### src/rtl/core/pqdc_pkg.sv
// Package for pair_qinv_delta_cut: widths, register indexes, sequencer states.
// No dependencies.
package pqdc_pkg;

    localparam int MOMENTUM_BITS_DEF = 22;
    localparam int FRACTION_BITS_DEF = 16;
    localparam int ARITH_BITS        = 29;
    localparam int MASS_W            = 21;
    localparam int ABS_W             = 24;
    localparam int REL_W             = 19;
    localparam int Q_W               = 23;
    localparam int SQ_W              = 64;          // radicand width
    localparam int ROOT_W            = 32;
    localparam int DIV_W             = 39;          // |delta|*25600 fits
    localparam int PERCENT_SCALE     = 25600;
    localparam int ADDR_W            = 5;

    localparam logic [Q_W-1:0]   Q_MAX   = {Q_W{1'b1}};
    localparam logic [ABS_W-1:0] ABS_MAX = {1'b0, {(ABS_W-1){1'b1}}};
    localparam logic [ABS_W-1:0] ABS_MIN = {1'b1, {(ABS_W-1){1'b0}}};
    localparam logic [REL_W-1:0] REL_MAX = {1'b0, {(REL_W-1){1'b1}}};
    localparam logic [REL_W-1:0] REL_MIN = {1'b1, {(REL_W-1){1'b0}}};

    typedef enum logic [2:0] {
        REG_MASS_FIRST  = 3'd0,
        REG_MASS_SECOND = 3'd1,
        REG_ABS_LOW     = 3'd2,
        REG_ABS_HIGH    = 3'd3,
        REG_REL_LOW     = 3'd4,
        REG_REL_HIGH    = 3'd5
    } reg_idx_t;

    typedef enum logic [3:0] {
        ST_IDLE,
        ST_SUMS,
        ST_ROOT_A,
        ST_ROOT_B,
        ST_INNER,
        ST_ROOT_Q,
        ST_DELTA,
        ST_DIV,
        ST_OUT
    } state_t;

endpackage

### src/rtl/core/pqdc_sqrt.sv
// Iterative floor square root, two radicand bits per cycle.
// Depends on pqdc_pkg.
module pqdc_sqrt (
    input  logic                            aclk,
    input  logic                            aresetn,
    input  logic                            start,
    input  logic [pqdc_pkg::SQ_W-1:0]       radicand,
    output logic                            done,
    output logic [pqdc_pkg::ROOT_W-1:0]     root
);
    import pqdc_pkg::*;

    logic [SQ_W-1:0]   rem_reg, rem_next;
    logic [SQ_W-1:0]   src_reg, src_next;
    logic [ROOT_W-1:0] root_reg, root_next;
    logic [5:0]        cnt_reg, cnt_next;
    logic              busy_reg, busy_next;
    logic [SQ_W+1:0]   trial;
    logic [SQ_W+1:0]   shifted;

    always_comb begin
        shifted   = {rem_reg, src_reg[SQ_W-1 -: 2]};
        trial     = {{(SQ_W-ROOT_W){1'b0}}, root_reg, 2'b01};
        rem_next  = rem_reg;
        src_next  = src_reg;
        root_next = root_reg;
        cnt_next  = cnt_reg;
        busy_next = busy_reg;
        if (start) begin
            rem_next  = '0;
            src_next  = radicand;
            root_next = '0;
            cnt_next  = 6'(ROOT_W - 1);
            busy_next = 1'b1;
        end else if (busy_reg) begin
            src_next = {src_reg[SQ_W-3:0], 2'b00};
            if (shifted >= trial) begin
                rem_next  = SQ_W'(shifted - trial);
                root_next = {root_reg[ROOT_W-2:0], 1'b1};
            end else begin
                rem_next  = SQ_W'(shifted);
                root_next = {root_reg[ROOT_W-2:0], 1'b0};
            end
            cnt_next = cnt_reg - 6'd1;
            if (cnt_reg == '0) busy_next = 1'b0;
        end
    end

    always_ff @(posedge aclk) begin
        if (!aresetn) begin
            busy_reg <= 1'b0;
            cnt_reg  <= '0;
        end else begin
            busy_reg <= busy_next;
            cnt_reg  <= cnt_next;
        end
        rem_reg  <= rem_next;
        src_reg  <= src_next;
        root_reg <= root_next;
    end

    assign done = busy_reg && (cnt_reg == '0);
    assign root = root_next;
endmodule

### config.mk
export PLATFORM = sky130hd
export DESIGN_NAME = pqdc_sqrt
export DESIGN_NICKNAME = d
export VERILOG_FILES = /design/src/rtl/core/pqdc_pkg.sv /design/src/rtl/core/pqdc_sqrt.sv
export SDC_FILE = /design/constraint.sdc
export NUM_CORES = 1
export LEC_CHECK = 0
export BUFFER_PORTS_ARGS = -buffer_cell sky130_fd_sc_hd__clkbuf_2
export CELL_PAD_IN_SITES_DETAIL_PLACEMENT = 1
export CELL_PAD_IN_SITES_GLOBAL_PLACEMENT = 1
export CORE_ASPECT_RATIO = 0.75
export CORE_MARGIN = 1.5
export CORE_UTILIZATION = 50
export DETAILED_ROUTE_END_ITERATION = 10
export PLACE_DENSITY_LB_ADDON = 0.1
export SKIP_CTS_REPAIR_TIMING = 1
export SLEW_MARGIN = 20
export SYNTH_ARGS = -nofsm -noshare
export SYNTH_HDL_FRONTEND = slang
export SYNTH_SLANG_ARGS = --single-unit
### constraint.sdc
create_clock -name aclk -period 5.09 [get_ports aclk]
set_input_delay 1.018 -clock aclk [delete_from_list [all_inputs] [get_ports aclk]]
set_output_delay 1.018 -clock aclk [all_outputs]
set_load 0.03 [all_outputs]
Word level (Yosys, flattened, before mapping)
Index checks and enable logic that the tools add are counted.
{ "word_totals": {"reg_bits": 167, "word_cells": 25, "input_bits": 67, "output_inout_bits": 33} }
{ "op_classes": {"mux": 11, "bitwise": 1, "magnitude_cmp": 1, "add_sub_neg": 2, "n_reduce_logical": 4} }
{ "op_table": {"columns": ["cell", "n"], "rows": [
  ["$mux W64", 3],
  ["$ge A66 B34 Y1", 1],
  ["$mux W32", 2],
  ["$sub A64 B34 Y64", 1],
  ["$mux W5", 2],
  ["$logic_not A6 Y1", 1],
  ["$sub A6 B1 Y6 const B", 1],
  ["$mux W1", 4],
  ["$reduce_bool A2 Y1", 1],
  ["$reduce_or A2 Y1", 1],
  ["$logic_and A1 B1 Y1", 1],
  ["$not A1 Y1", 1]
]} }

Longest topological paths before layout
{ "depth": {"depth_word": 4, "mapped_depth": 13} }

Least setup slack after synthesis
No wires, ideal clock.
{ "synth_path": {"path_type": "reg2out", "from": "reg root_reg[12]", "to": "out root[0] (netlist name)", "setup_slack_ns": 1.046, "path_stages_with_launch": 13, "path_buffers": 3, "arrival_time_ns": 3.026, "cell_sequence": "dfxtp_1 inv_1 ha_1 clkbuf_1 and4_1 nand2_1 a211o_1 and3_1 o211ai_4 buf_6 buf_2 nor2_1 a211oi_1"} }
{ "synth_between": {"elab_chain_len": 4} }
{ "synth_rtl": {"columns": ["element", "line_no", "rtl"], "rows": [
  ["start: declaration", "pqdc_sqrt.sv:15", "logic [ROOT_W-1:0] root_reg, root_next;"],
  ["start signal: assignment", "pqdc_sqrt.sv:59", "root_reg <= root_next;"],
  ["$ge A66 B34 Y1", "pqdc_sqrt.sv:37", "if (shifted >= trial) begin"],
  ["$mux W1", "pqdc_sqrt.sv:37", null],
  ["$mux W32", "pqdc_sqrt.sv:35", "end else if (busy_reg) begin"],
  ["$mux W32", "pqdc_sqrt.sv:29", "if (start) begin"],
  ["end: declaration", "pqdc_sqrt.sv:9", "output logic [pqdc_pkg::ROOT_W-1:0] root"]
]} }
No other way between the ends.

Worst setup path after layout
{ "layout_path": {"from": "reg root_reg[30]", "to": "out root[0] (netlist name)"} }
Same word-level chain as after synthesis.

==> qor.yml <==
status: "finished, final reports clean"
fin_setup_tns_ns: 0
die_h_um: 124
cts_max_level: 4
initial_core_util_pct: 51.8
async_reset_ff_share_pct: 0
yosys.area_share.simple_pct: 16.1
setup_violations: 0
cp_max_fo: 11
clk_pin_slew_ns: 0.07
ys_seq_area_share_pct: 41.0
yosys.area_share.xor_xnor_pct: 3.78
synth-main-ff-cell: "dfxtp_1"
synth-compound-area-share_pct: 16.9
clock-sinks: 167
syn_inst: 1026
grt-ovfl-total: 0
place_ws_ns: 0.936
powerDensity_nw_per_um2: 441
drtIter0Drc: 540
synth-edff-count: 64
leakage_nw: 4.39
final_util_pct: 57.9
crit_path_end_kind: "output pin"
synth_warnings: 0
multi_input_area_um2: 5240
fmax_ghz: 0.230
io_buffers: 99
regArea_um2: 3990
layout_commonest_cell: "nor2_1"
avgRoutedWirePerCell_um: 19.3
antenna-diode-count: 0
rsz0062_at_grt: "false"
synth_area_um2: 9720
required_ns: 4.07
synth_top_family_by_area: "compound AO/OA/AOI/OAI gates"
worst_pin_slew_ns: 0.911
n_fill_cell: 2170
antenna_left: 0
cts.path.max_buffers: 2
fin_crit_sh_pct: 85.2
num_vias: 8024
dp.cells: 1319
ir_drop_mv: 0.202
finalHoldViolations: 0
fin_cells: 1350
setup_ws_ns: 0.751
avgSynthCellArea_um2: 9.47
layout-drive-gt1-share_pct: 20.6
path_cells: "inv_1, ha_1, nand4_1, nor4_1, nand4_1, and4b_1, o211ai_4, nor2_1, a211oi_1, clkbuf_2"
vias_per_cell: 5.94
clock-skew-final_ns: 0.0135
maxSlewHeadroom_pct: 39.1
die_area_um2: 20300
syn_nets: 1128
antenna_found_initial: 0
cpMostUsedCell: "nand4_1"
crit_path_start_kind: "flop"
routed_wirelength_mm: 26.0
cap_violations: 0
hold_path_class: "flop to flop"
cp_slowest_cell: "nor4_1"
grt_pass1_wl_mm: 42.3
rows: 43
drc: 0
synth_mux_area_share_pct: 12.7
cts_buffers: 17
grt_util_all_layers_pct: 26.8
grt_pass1_vias: 7951
cts_tree: "done"
cp_top_family: "simple AND/OR/NAND/NOR gates"
final_cell_mix: "nor2_1 (112), dfxtp_1 (102), clkbuf_2 (98)"
power_mw: 4.79
gp_congestion: 0.835
syn2layout_area_growth_pct: 11.8
dieWidth_um: 164
critPathBufInv: 2
ys_ff_latch: 167
hpwl_mm: 18.3
min_period_ns: 4.34
max_stage_delay_ns: 0.48
criticalPathCategory: "flop to output pin"
root_buffer: "clkbuf_16"
worstSkewPairLatency_ns: 0.45
synth_cell_type_count: 71
report.final.slew_viol_count: 0
fin_nets: 1193
arrival_ns: 3.32
top_level_ports: 100
core-area_um2: 18800
synth_fa_ha_area_share_pct: 4.51
dr.pass1.iters: 5
grt_start_max_net_pins: 77
cell type report:
class | count | area share [%]
tap | 247 | 2.84
multi-input combinational | 743 | 48.2
clock buffer | 17 | 3.91
sequential | 167 | 36.7
inverter | 55 | 1.90
timing repair buffer | 107 | 5.17
clock inverter | 14 | 1.27
cell families after synthesis:
logic type	after synthesis
AO/OA/AOI/OAI	237
XOR/XNOR	42
adder cells (fa/ha/maj)	35
buffers and inverters	116
flip-flops	167
multiplexers	115
AND/OR/NAND/NOR	314
power by group:
| part | total, mW | internal, mW | switching (mW) |
|---|---|---|---|
| Combinational | 1.87 | 0.739 | 1.13 |
| Clock | 1.26 | 0.646 | 0.618 |
| Sequential | 1.66 | 1.54 | 0.118 |
| Total | 4.79 | 2.92 | 1.87 |
metrics by stage:
step / hold WS, ns / area [µm²]
after detailed placement: 0.483 / 10300
after floorplan: 0.453 / 9720
after global placement: 0.466 / 10300
after CTS: 0.499 / 10900
final: 0.496 / 10900
after global routing: 0.522 / 10900
final timing paths:
kind	depth (start not counted)	end	startpoint	slack (ns)
max reg2reg	11	rem_reg[61]$_SDFFE_PP0P_	root_reg[30]$_DFF_P_	0.84
max	10	root[0]	root_reg[30]$_DFF_P_	0.75
min	2	rem_reg[7]$_SDFFE_PP0P_	rem_reg[7]$_SDFFE_PP0P_	0.50
min reg2reg	2	rem_reg[7]$_SDFFE_PP0P_	rem_reg[7]$_SDFFE_PP0P_	0.50
Yosys cell counts, types with 6 or more instances:
| cell type | number | area, µm² |
|---|---|---|
| edfxtp_1 | 64 | 1920 |
| nor4_1 | 8 | 50.1 |
| a21oi_1 | 53 | 265 |
| or4_1 | 12 | 90.1 |
| o21ai_1 | 6 | 30.0 |
| a311oi_1 | 15 | 131 |
| o21ai_0 | 38 | 190 |
| clkbuf_1 | 38 | 143 |
| nand2b_1 | 8 | 50.1 |
| or2_2 | 7 | 43.8 |
| nor3_1 | 17 | 85.1 |
| nand3_1 | 20 | 100 |
| mux2i_1 | 51 | 510 |
| nand4_1 | 18 | 113 |
| o21a_1 | 8 | 60.1 |
| a21boi_0 | 8 | 60.1 |
| ha_1 | 35 | 438 |
| a211oi_1 | 30 | 225 |
| o31ai_1 | 11 | 82.6 |
| dfxtp_1 | 103 | 2060 |
| o211ai_1 | 7 | 52.6 |
| nand2_1 | 62 | 233 |
| buf_6 | 6 | 67.6 |
| a21o_1 | 18 | 135 |
| buf_2 | 10 | 50.1 |
| or3_1 | 14 | 87.6 |
| inv_1 | 55 | 206 |
| xnor2_1 | 25 | 219 |
| xor2_1 | 17 | 149 |
| o21bai_1 | 6 | 45.0 |
| mux2_2 | 64 | 721 |
| and3_1 | 7 | 43.8 |
| nor2_1 | 112 | 420 |
worst min-delay path: stages (launching register included):
cell and delay [ns]:
dfxtp_1 0.33, nand2_1 0.05, o21ai_0 0.07
routing by layer:
| metal | up-vias | part of all wire (%) | track usage [%] |
|---|---|---|---|
| met4 | 0 | 0.82 | 5.57 |
| met3 | 19 | 4.6 | 5.06 |
| met5 | - | 0 | 0 |
| met1 | 3955 | 49 | 37.7 |
| li1 | 3881 | - | - |
| met2 | 169 | 45 | 43.0 |
Note: power is estimated with default switching activity, not from simulation.
