## src/rtl/core/pqdc_pkg.sv

```systemverilog
// Package for pair_qinv_delta_cut: widths, register indexes, sequencer states.
// No dependencies.
package pqdc_pkg;

    localparam int MOMENTUM_BITS_DEF = 22;
    localparam int FRACTION_BITS_DEF = 16;
    localparam int ARITH_BITS        = 29;
    localparam int MASS_W            = 21;
    localparam int ABS_W             = 24;
    localparam int REL_W             = 19;
    localparam int Q_W               = 23;
    localparam int SQ_W              = 64;          // radicand width
    localparam int ROOT_W            = 32;
    localparam int DIV_W             = 39;          // |delta|*25600 fits
    localparam int PERCENT_SCALE     = 25600;
    localparam int ADDR_W            = 5;

    localparam logic [Q_W-1:0]   Q_MAX   = {Q_W{1'b1}};
    localparam logic [ABS_W-1:0] ABS_MAX = {1'b0, {(ABS_W-1){1'b1}}};
    localparam logic [ABS_W-1:0] ABS_MIN = {1'b1, {(ABS_W-1){1'b0}}};
    localparam logic [REL_W-1:0] REL_MAX = {1'b0, {(REL_W-1){1'b1}}};
    localparam logic [REL_W-1:0] REL_MIN = {1'b1, {(REL_W-1){1'b0}}};

    typedef enum logic [2:0] {
        REG_MASS_FIRST  = 3'd0,
        REG_MASS_SECOND = 3'd1,
        REG_ABS_LOW     = 3'd2,
        REG_ABS_HIGH    = 3'd3,
        REG_REL_LOW     = 3'd4,
        REG_REL_HIGH    = 3'd5
    } reg_idx_t;

    typedef enum logic [3:0] {
        ST_IDLE,
        ST_SUMS,
        ST_ROOT_A,
        ST_ROOT_B,
        ST_INNER,
        ST_ROOT_Q,
        ST_DELTA,
        ST_DIV,
        ST_OUT
    } state_t;

endpackage

```

## src/rtl/core/pqdc_div.sv

```systemverilog
// Restoring unsigned divider, one quotient bit per cycle.
// Depends on pqdc_pkg.
module pqdc_div (
    input  logic                         aclk,
    input  logic                         aresetn,
    input  logic                         start,
    input  logic [pqdc_pkg::DIV_W-1:0]   dividend,
    input  logic [pqdc_pkg::Q_W-1:0]     divisor,
    output logic                         done,
    output logic [pqdc_pkg::DIV_W-1:0]   quotient
);
    import pqdc_pkg::*;

    logic [DIV_W-1:0] quo_reg, quo_next;
    logic [Q_W-1:0]   rem_reg, rem_next;
    logic [Q_W-1:0]   dsr_reg, dsr_next;
    logic [5:0]       cnt_reg, cnt_next;
    logic             busy_reg, busy_next;
    logic [Q_W:0]     part;

    always_comb begin
        part      = {rem_reg, quo_reg[DIV_W-1]};
        quo_next  = quo_reg;
        rem_next  = rem_reg;
        dsr_next  = dsr_reg;
        cnt_next  = cnt_reg;
        busy_next = busy_reg;
        if (start) begin
            quo_next  = dividend;
            rem_next  = '0;
            dsr_next  = divisor;
            cnt_next  = 6'(DIV_W - 1);
            busy_next = 1'b1;
        end else if (busy_reg) begin
            if (part >= {1'b0, dsr_reg}) begin
                rem_next = Q_W'(part - {1'b0, dsr_reg});
                quo_next = {quo_reg[DIV_W-2:0], 1'b1};
            end else begin
                rem_next = Q_W'(part);
                quo_next = {quo_reg[DIV_W-2:0], 1'b0};
            end
            cnt_next = cnt_reg - 6'd1;
            if (cnt_reg == '0) busy_next = 1'b0;
        end
    end

    always_ff @(posedge aclk) begin
        if (!aresetn) begin
            busy_reg <= 1'b0;
            cnt_reg  <= '0;
        end else begin
            busy_reg <= busy_next;
            cnt_reg  <= cnt_next;
        end
        quo_reg <= quo_next;
        rem_reg <= rem_next;
        dsr_reg <= dsr_next;
    end

    assign done     = busy_reg && (cnt_reg == '0);
    assign quotient = quo_next;
endmodule

```

## config.mk

```make
export PLATFORM = sky130hd
export DESIGN_NAME = pqdc_div
export DESIGN_NICKNAME = d
export VERILOG_FILES = /design/src/rtl/core/pqdc_pkg.sv /design/src/rtl/core/pqdc_div.sv
export SDC_FILE = /design/constraint.sdc
export NUM_CORES = 1
export LEC_CHECK = 0
export BUFFER_PORTS_ARGS = -buffer_cell sky130_fd_sc_hd__buf_4
export CAP_MARGIN = 15
export CORE_UTILIZATION = 50
export CTS_CLUSTER_SIZE = 10
export DETAILED_ROUTE_END_ITERATION = 6
export HOLD_SLACK_MARGIN = 0.12
export MAX_ROUTING_LAYER = met4
export PLACE_DENSITY = 0.77
export SLEW_MARGIN = 20
export SYNTH_ARGS = -nofsm -noshare
export SYNTH_HDL_FRONTEND = slang
export SYNTH_SLANG_ARGS = --single-unit
```

## constraint.sdc

```tcl
create_clock -name aclk -period 2.6 [get_ports aclk]
set_input_delay 0.13 -clock aclk [delete_from_list [all_inputs] [get_ports aclk]]
set_output_delay 0.13 -clock aclk [all_outputs]
set_load 0.02 [all_outputs]
```

-- Word-level counts from Yosys, hierarchy flattened
Index checks and enable logic that the tools add are counted.
- reductions and logical operators: 4
- muxes and demuxes: 9
- $add $sub $neg: 2
- order comparisons: 1
- bitwise logic cells: 1
- operators by type and width (cell ; number):
    39-bit two-way mux ; 2
    24-bit by 23-bit greater-or-equal comparator with 1-bit output ; 1
    23-bit two-way mux ; 1
    23-bit subtractor ; 1
    6-bit two-way mux ; 2
    6-bit logical NOT ; 1
    6-bit by 1-bit subtractor with 6-bit output, second input constant ; 1
    1-bit two-way mux ; 4
    2-bit nonzero test ; 1
    2-bit OR reduction ; 1
    1-bit logical AND ; 1
    1-bit NOT ; 1
- output and inout port bits: 40
- flip-flop bits (word level): 92
- input port bits: 65
- word-level logic and storage cells: 23

-- Logic depth before layout (Yosys ltp)
- word-level depth: 4
- depth in mapped cells: 12
- mapped depth without buffers: 11

-- Worst setup path before layout
No wires, ideal clock.
- path type: register to register
- from: register quo_reg[38]
- to: register quo_reg[0]
- stages on the path, launching flop included: 13
- data required time: 2.421 ns
- setup time: 0.179 ns
- path slack: -0.398 ns
- buffers on the path: 1
- data arrival time: 2.818 ns
- clock period less this slack: 2.998 ns
- cells stage by stage: dfxtp_1 > inv_1 > ha_1 > fa_1 > nand2b_1 > a211oi_1 > nor3_4 > o211ai_2 > nand2_2 > buf_2 > nand2_1 > o21ai_0 > o21ai_0
- word-level cells in the longest chain between the ends: 4
- RTL lines (element ; RTL line ; source):
    start, declared ; pqdc_div.sv:14 ; logic [DIV_W-1:0] quo_reg, quo_next;
    start signal, assigned ; pqdc_div.sv:55 ; quo_reg <= quo_next;
    24-bit by 23-bit greater-or-equal comparator with 1-bit output ; pqdc_div.sv:35 ; if (part >= {1'b0, dsr_reg}) begin
    1-bit two-way mux ; pqdc_div.sv:35 ;
    39-bit two-way mux ; pqdc_div.sv:34 ; end else if (busy_reg) begin
    39-bit two-way mux ; pqdc_div.sv:28 ; if (start) begin
    net quotient (one bit) ; pqdc_div.sv:10 ; output logic [pqdc_pkg::DIV_W-1:0] quotient
The timed path passes the listed nets, and every way through them passes these cells.
A chain may end at the register's enable or synchronous reset.

-- Final worst setup path
- from: register dsr_reg[0]
- to: register rem_reg[20]
- word-level cells in the longest chain between the ends: 2
- elaborated cells on any way between the ends: 3
- classes of those cells: 1 x add/sub; 1 x order compare; 1 x mux
- RTL lines (element ; RTL line ; source):
    start, declared ; pqdc_div.sv:16 ; logic [Q_W-1:0] dsr_reg, dsr_next;
    start signal, assigned ; pqdc_div.sv:57 ; dsr_reg <= dsr_next;
    23-bit subtractor or 24-bit by 23-bit greater-or-equal comparator with 1-bit output (tied branches) ; pqdc_div.sv:36, pqdc_div.sv:35 ;
    23-bit two-way mux (*) ; pqdc_div.sv:35 ;
    end signal, assigned ; pqdc_div.sv:56 ; rem_reg <= rem_next;
    end, declared ; pqdc_div.sv:15 ; logic [Q_W-1:0] rem_reg, rem_next;
Mark *: on every way between the ends. The rest lies on a longest branch, timed or not.

==> reports/results.tsv <==
stage	metric	value	unit
power_and_ir_drop	leakage power	3.14	nW
global_routing	initial antenna violation count	0	
placement	DP Cell Count	770	
clock_tree	Reg clk slew, reported paths	90	ps
cells_and_area	FILL cells	568	
timing	Final Hold Vio Count	0	
yosys	Synth Warn #	0	
global_routing	vias in the first global route	4493	
yosys	Most used DFF post-synth	dfxtp_1	
global_routing	Total GRT Usage	26.9	%
floorplan	die area	10200	sq um
power_and_ir_drop	Power Density	524	nW/um^2
yosys	Post-synth top cells	dfxtp_1, nand2_1, o21ai_0	
yosys	share of Yosys cell area claimed by the top area cell type	28.1	%
clock_tree	Num CTS Buffers	9	
worst_setup_path	slowest CP cell	mux2_2	
placement	IO Port Bufs	104	
cells_and_area	FF+latch area	2080	sq um
flow_run	max cap viols	0	
global_routing	global route total overflow	0	
timing	hold_ws	334	ps
worst_setup_path	Critical Path, Cell by Cell	ha_2 -> fa_2 -> nand2b_4 -> a211oi_4 -> nor3_4 -> o21ai_2 -> a2111oi_2 -> nor4b_2 -> mux2_2 -> a311oi_2	
yosys	EDFF count, synth	23	
routing	DR vias	4924	
floorplan	die width	101	um
floorplan	Core ar.	9370	sq um
timing	Final setup viols	21	
routing	vias per cell	5.70	
timing	Slew Limit Fails	0	
timing	fin crit period	2780	ps
power_and_ir_drop	combinational share of power	31.4	%
yosys	ys async rst share	0	%
cells_and_area	# diodes	0	
routing	Iteration-0 DRC Markers	241	
cells_and_area	Post-Layout Cell Count	864	
status	outcome	finished, violations left	
clock_tree	H-tree Lvls	3	
cells_and_area	Layout Nets	821	
clock_tree	Clk Latency, worst-skew pair	380	ps
clock_tree	clock root cell	clkbuf_8	
routing	WL per Instance	17.1	um
yosys	most frequent cell after synthesis	dfxtp_1	
timing	unrepaired setup endpoints after global routing	true	
status	failing checks	negative setup slack	
timing	clk_skew	12.4	ps
cells_and_area	ratio of cells with drive above 1 in the final layout	31.2	%
cells_and_area	P&R area growth vs syn	51.3	%
floorplan	Die Span Y	101	um
timing	f_max	360	MHz
yosys	syn nets	631	
placement	post-DP HPWL	8.40	mm
timing	setup ws final	-179	ps
global_routing	first-pass GRT wire length	20.8	mm
worst_setup_path	CP endpoint kind	flip-flop	
routing	final WL	14.7	mm
cells_and_area	Multi-input gate area	3000	sq um
floorplan	initial core utilization	52.5	%
timing	period utilisation layout	107	%
yosys	Mapped Cells	540	
power_and_ir_drop	Seq pwr share	43.6	%
clock_tree	maximum clock insertion buffer count	2	
clock_tree	CTS tree	yes	
power_and_ir_drop	Net Sw Frac	32.5	%
yosys	largest cells by area after synthesis	dfxtp_1, edfxtp_1, mux2i_1	
power_and_ir_drop	internal power	2.63	mW
floorplan	Ports	105	
timing	Slew @ Worst Pin	734	ps
yosys	Seq/Total Area, Yosys	42.1	%
power_and_ir_drop	Clock power frac	25.0	%
power_and_ir_drop	Worst VDD drop	0.000458	V
placement	pre-CTS setup slack	-129	ps
cells_and_area	max reg flops	39	
routing	Pre-antenna DRT Iters	5	
worst_setup_path	Data arrival, critical path	3070	ps
routing	DRT antenna net count	0	
global_routing	largest net degree at the start of global routing	86	
power_and_ir_drop	P_sw	1.27	mW
yosys	mean cell area of the mapped netlist	9.10	sq um
cells_and_area	post-route core utilization	79.4	%
worst_setup_path	Req. time, crit path	2900	ps
placement	routability cong.	0.924	
yosys	mapped cell area	4920	sq um
yosys	Netlist cell types	58	
yosys	Yosys top cell by area	dfxtp_1	
yosys	Synth Register Bits	92	
worst_setup_path	largest fanout on the critical path	2	
worst_setup_path	critical path class	reg -> reg	
worst_setup_path	delay of the slowest cell on the worst path	390	ps
floorplan	# rows	35	
hold_path	Hold WC Path Type	in -> reg	
routing	# DRC	0	
worst_setup_path	CP Launch Type	flip-flop	
clock_tree	Clock Sinks	92	
timing	relative slew slack	51.0	%
## layer usage
metal  GRT usage (%)  share of wire (%)
met1            30.4                 39
met2            45.4                 50
met3            5.87                5.6
met4            12.7                4.6
met5               -                  0
## power by group through the flow
| stage | registers [mW] | clock network [mW] | logic (mW) |
|---|---|---|---|
| after floorplan | 1.68 | 0 | 0.643 |
| after global placement | 1.70 | 0 | 0.967 |
| after detailed placement | 1.71 | 0 | 0.983 |
| after CTS | 1.68 | 0.987 | 1.09 |
| after global routing | 1.71 | 1.04 | 1.31 |
| final | 1.70 | 0.975 | 1.22 |
## cell type report
type,instances,share of cell area [%]
repair inverters,1,0.118
multi-input cells,384,40.4
flip-flops and latches,92,27.9
clock inverters,3,0.353
repair buffers,206,24.8
clock buffers,13,2.29
well taps,129,2.17
inverters,36,1.98
## repair_timing
action | in CTS | in global routing
hold endpoints to repair | 69 | 0
cloned | 1 | 1
endpoints found under the setup margin | 4 | 24
gates resized for setup | 13 | 80
buffers inserted | 3 | 10
hold buffers | 63 | 0
pin swaps | 9 | 32
## cell families (layout without fill, tap and decap cells)
group	count (synthesis)	after routing	synth area share, %
DFF	92	92	42.1
muxes	48	48	9.80
and+or+nand+nor	141	141	13.1
adders and majority gates	26	26	6.77
buffers and inverters	64	259	5.01
AOI/OAI and AO/OA	148	148	19.4
xor gates and xnor gates	21	21	3.74
## through the flow
stage	power, mW	TNS [ps]	area [sq um]
after global placement	2.67	-19.6	5990
after detailed placement	2.69	-183	5990
after floorplan	2.32	0	4950
final	3.89	-1730	7440
after global routing	4.05	-4190	7440
after CTS	3.75	-287	6940
## placed cells by master (no fill, tap or decap), drive strengths merged, types with 2 or more instances in the layout
cell type and n:
a21oi 27, o31ai 3, nor2b 6, a41oi 3, nand4 5, a21o 4, xor2 4, mux2i 47
nor3 8, a311oi 5, dfxtp 69, xnor2 17, nand2b 5, nand2 58, edfxtp 23, a31o 2
nor4 3, dlygate4sd3 63, and2 2, o21a 7, nand3 4, clkinv 3, ha 25, o21bai 6
a31oi 5, buf 143, and3 3, nor4b 2, o22ai 2, clkbuf 13, a211oi 15, inv 37
a32oi 2, nor2 41, a2111oi 3, o21ai 56
## worst max-delay path, delay by kind of cell, from the launching register on
family	cells	cell delay, ps
compound gates	4	850
flops	1	380
fa+ha+maj	2	540
mux	1	390
simple gates	3	520
## path summary, 6_finish.rpt
| kind | cells after the start | slack (ps) | to | from |
|---|---|---|---|---|
| worst min register to register | 2 | 530 | rem_reg[9] | rem_reg[8] |
| worst max register to register | 10 | -180 | rem_reg[20] | dsr_reg[0] |
| worst min-delay path | 1 | 330 | dsr_reg[9] | start |
| worst max-delay path | 10 | -180 | rem_reg[20] | dsr_reg[0] |
No activity file was read; power rests on OpenSTA's default activity.
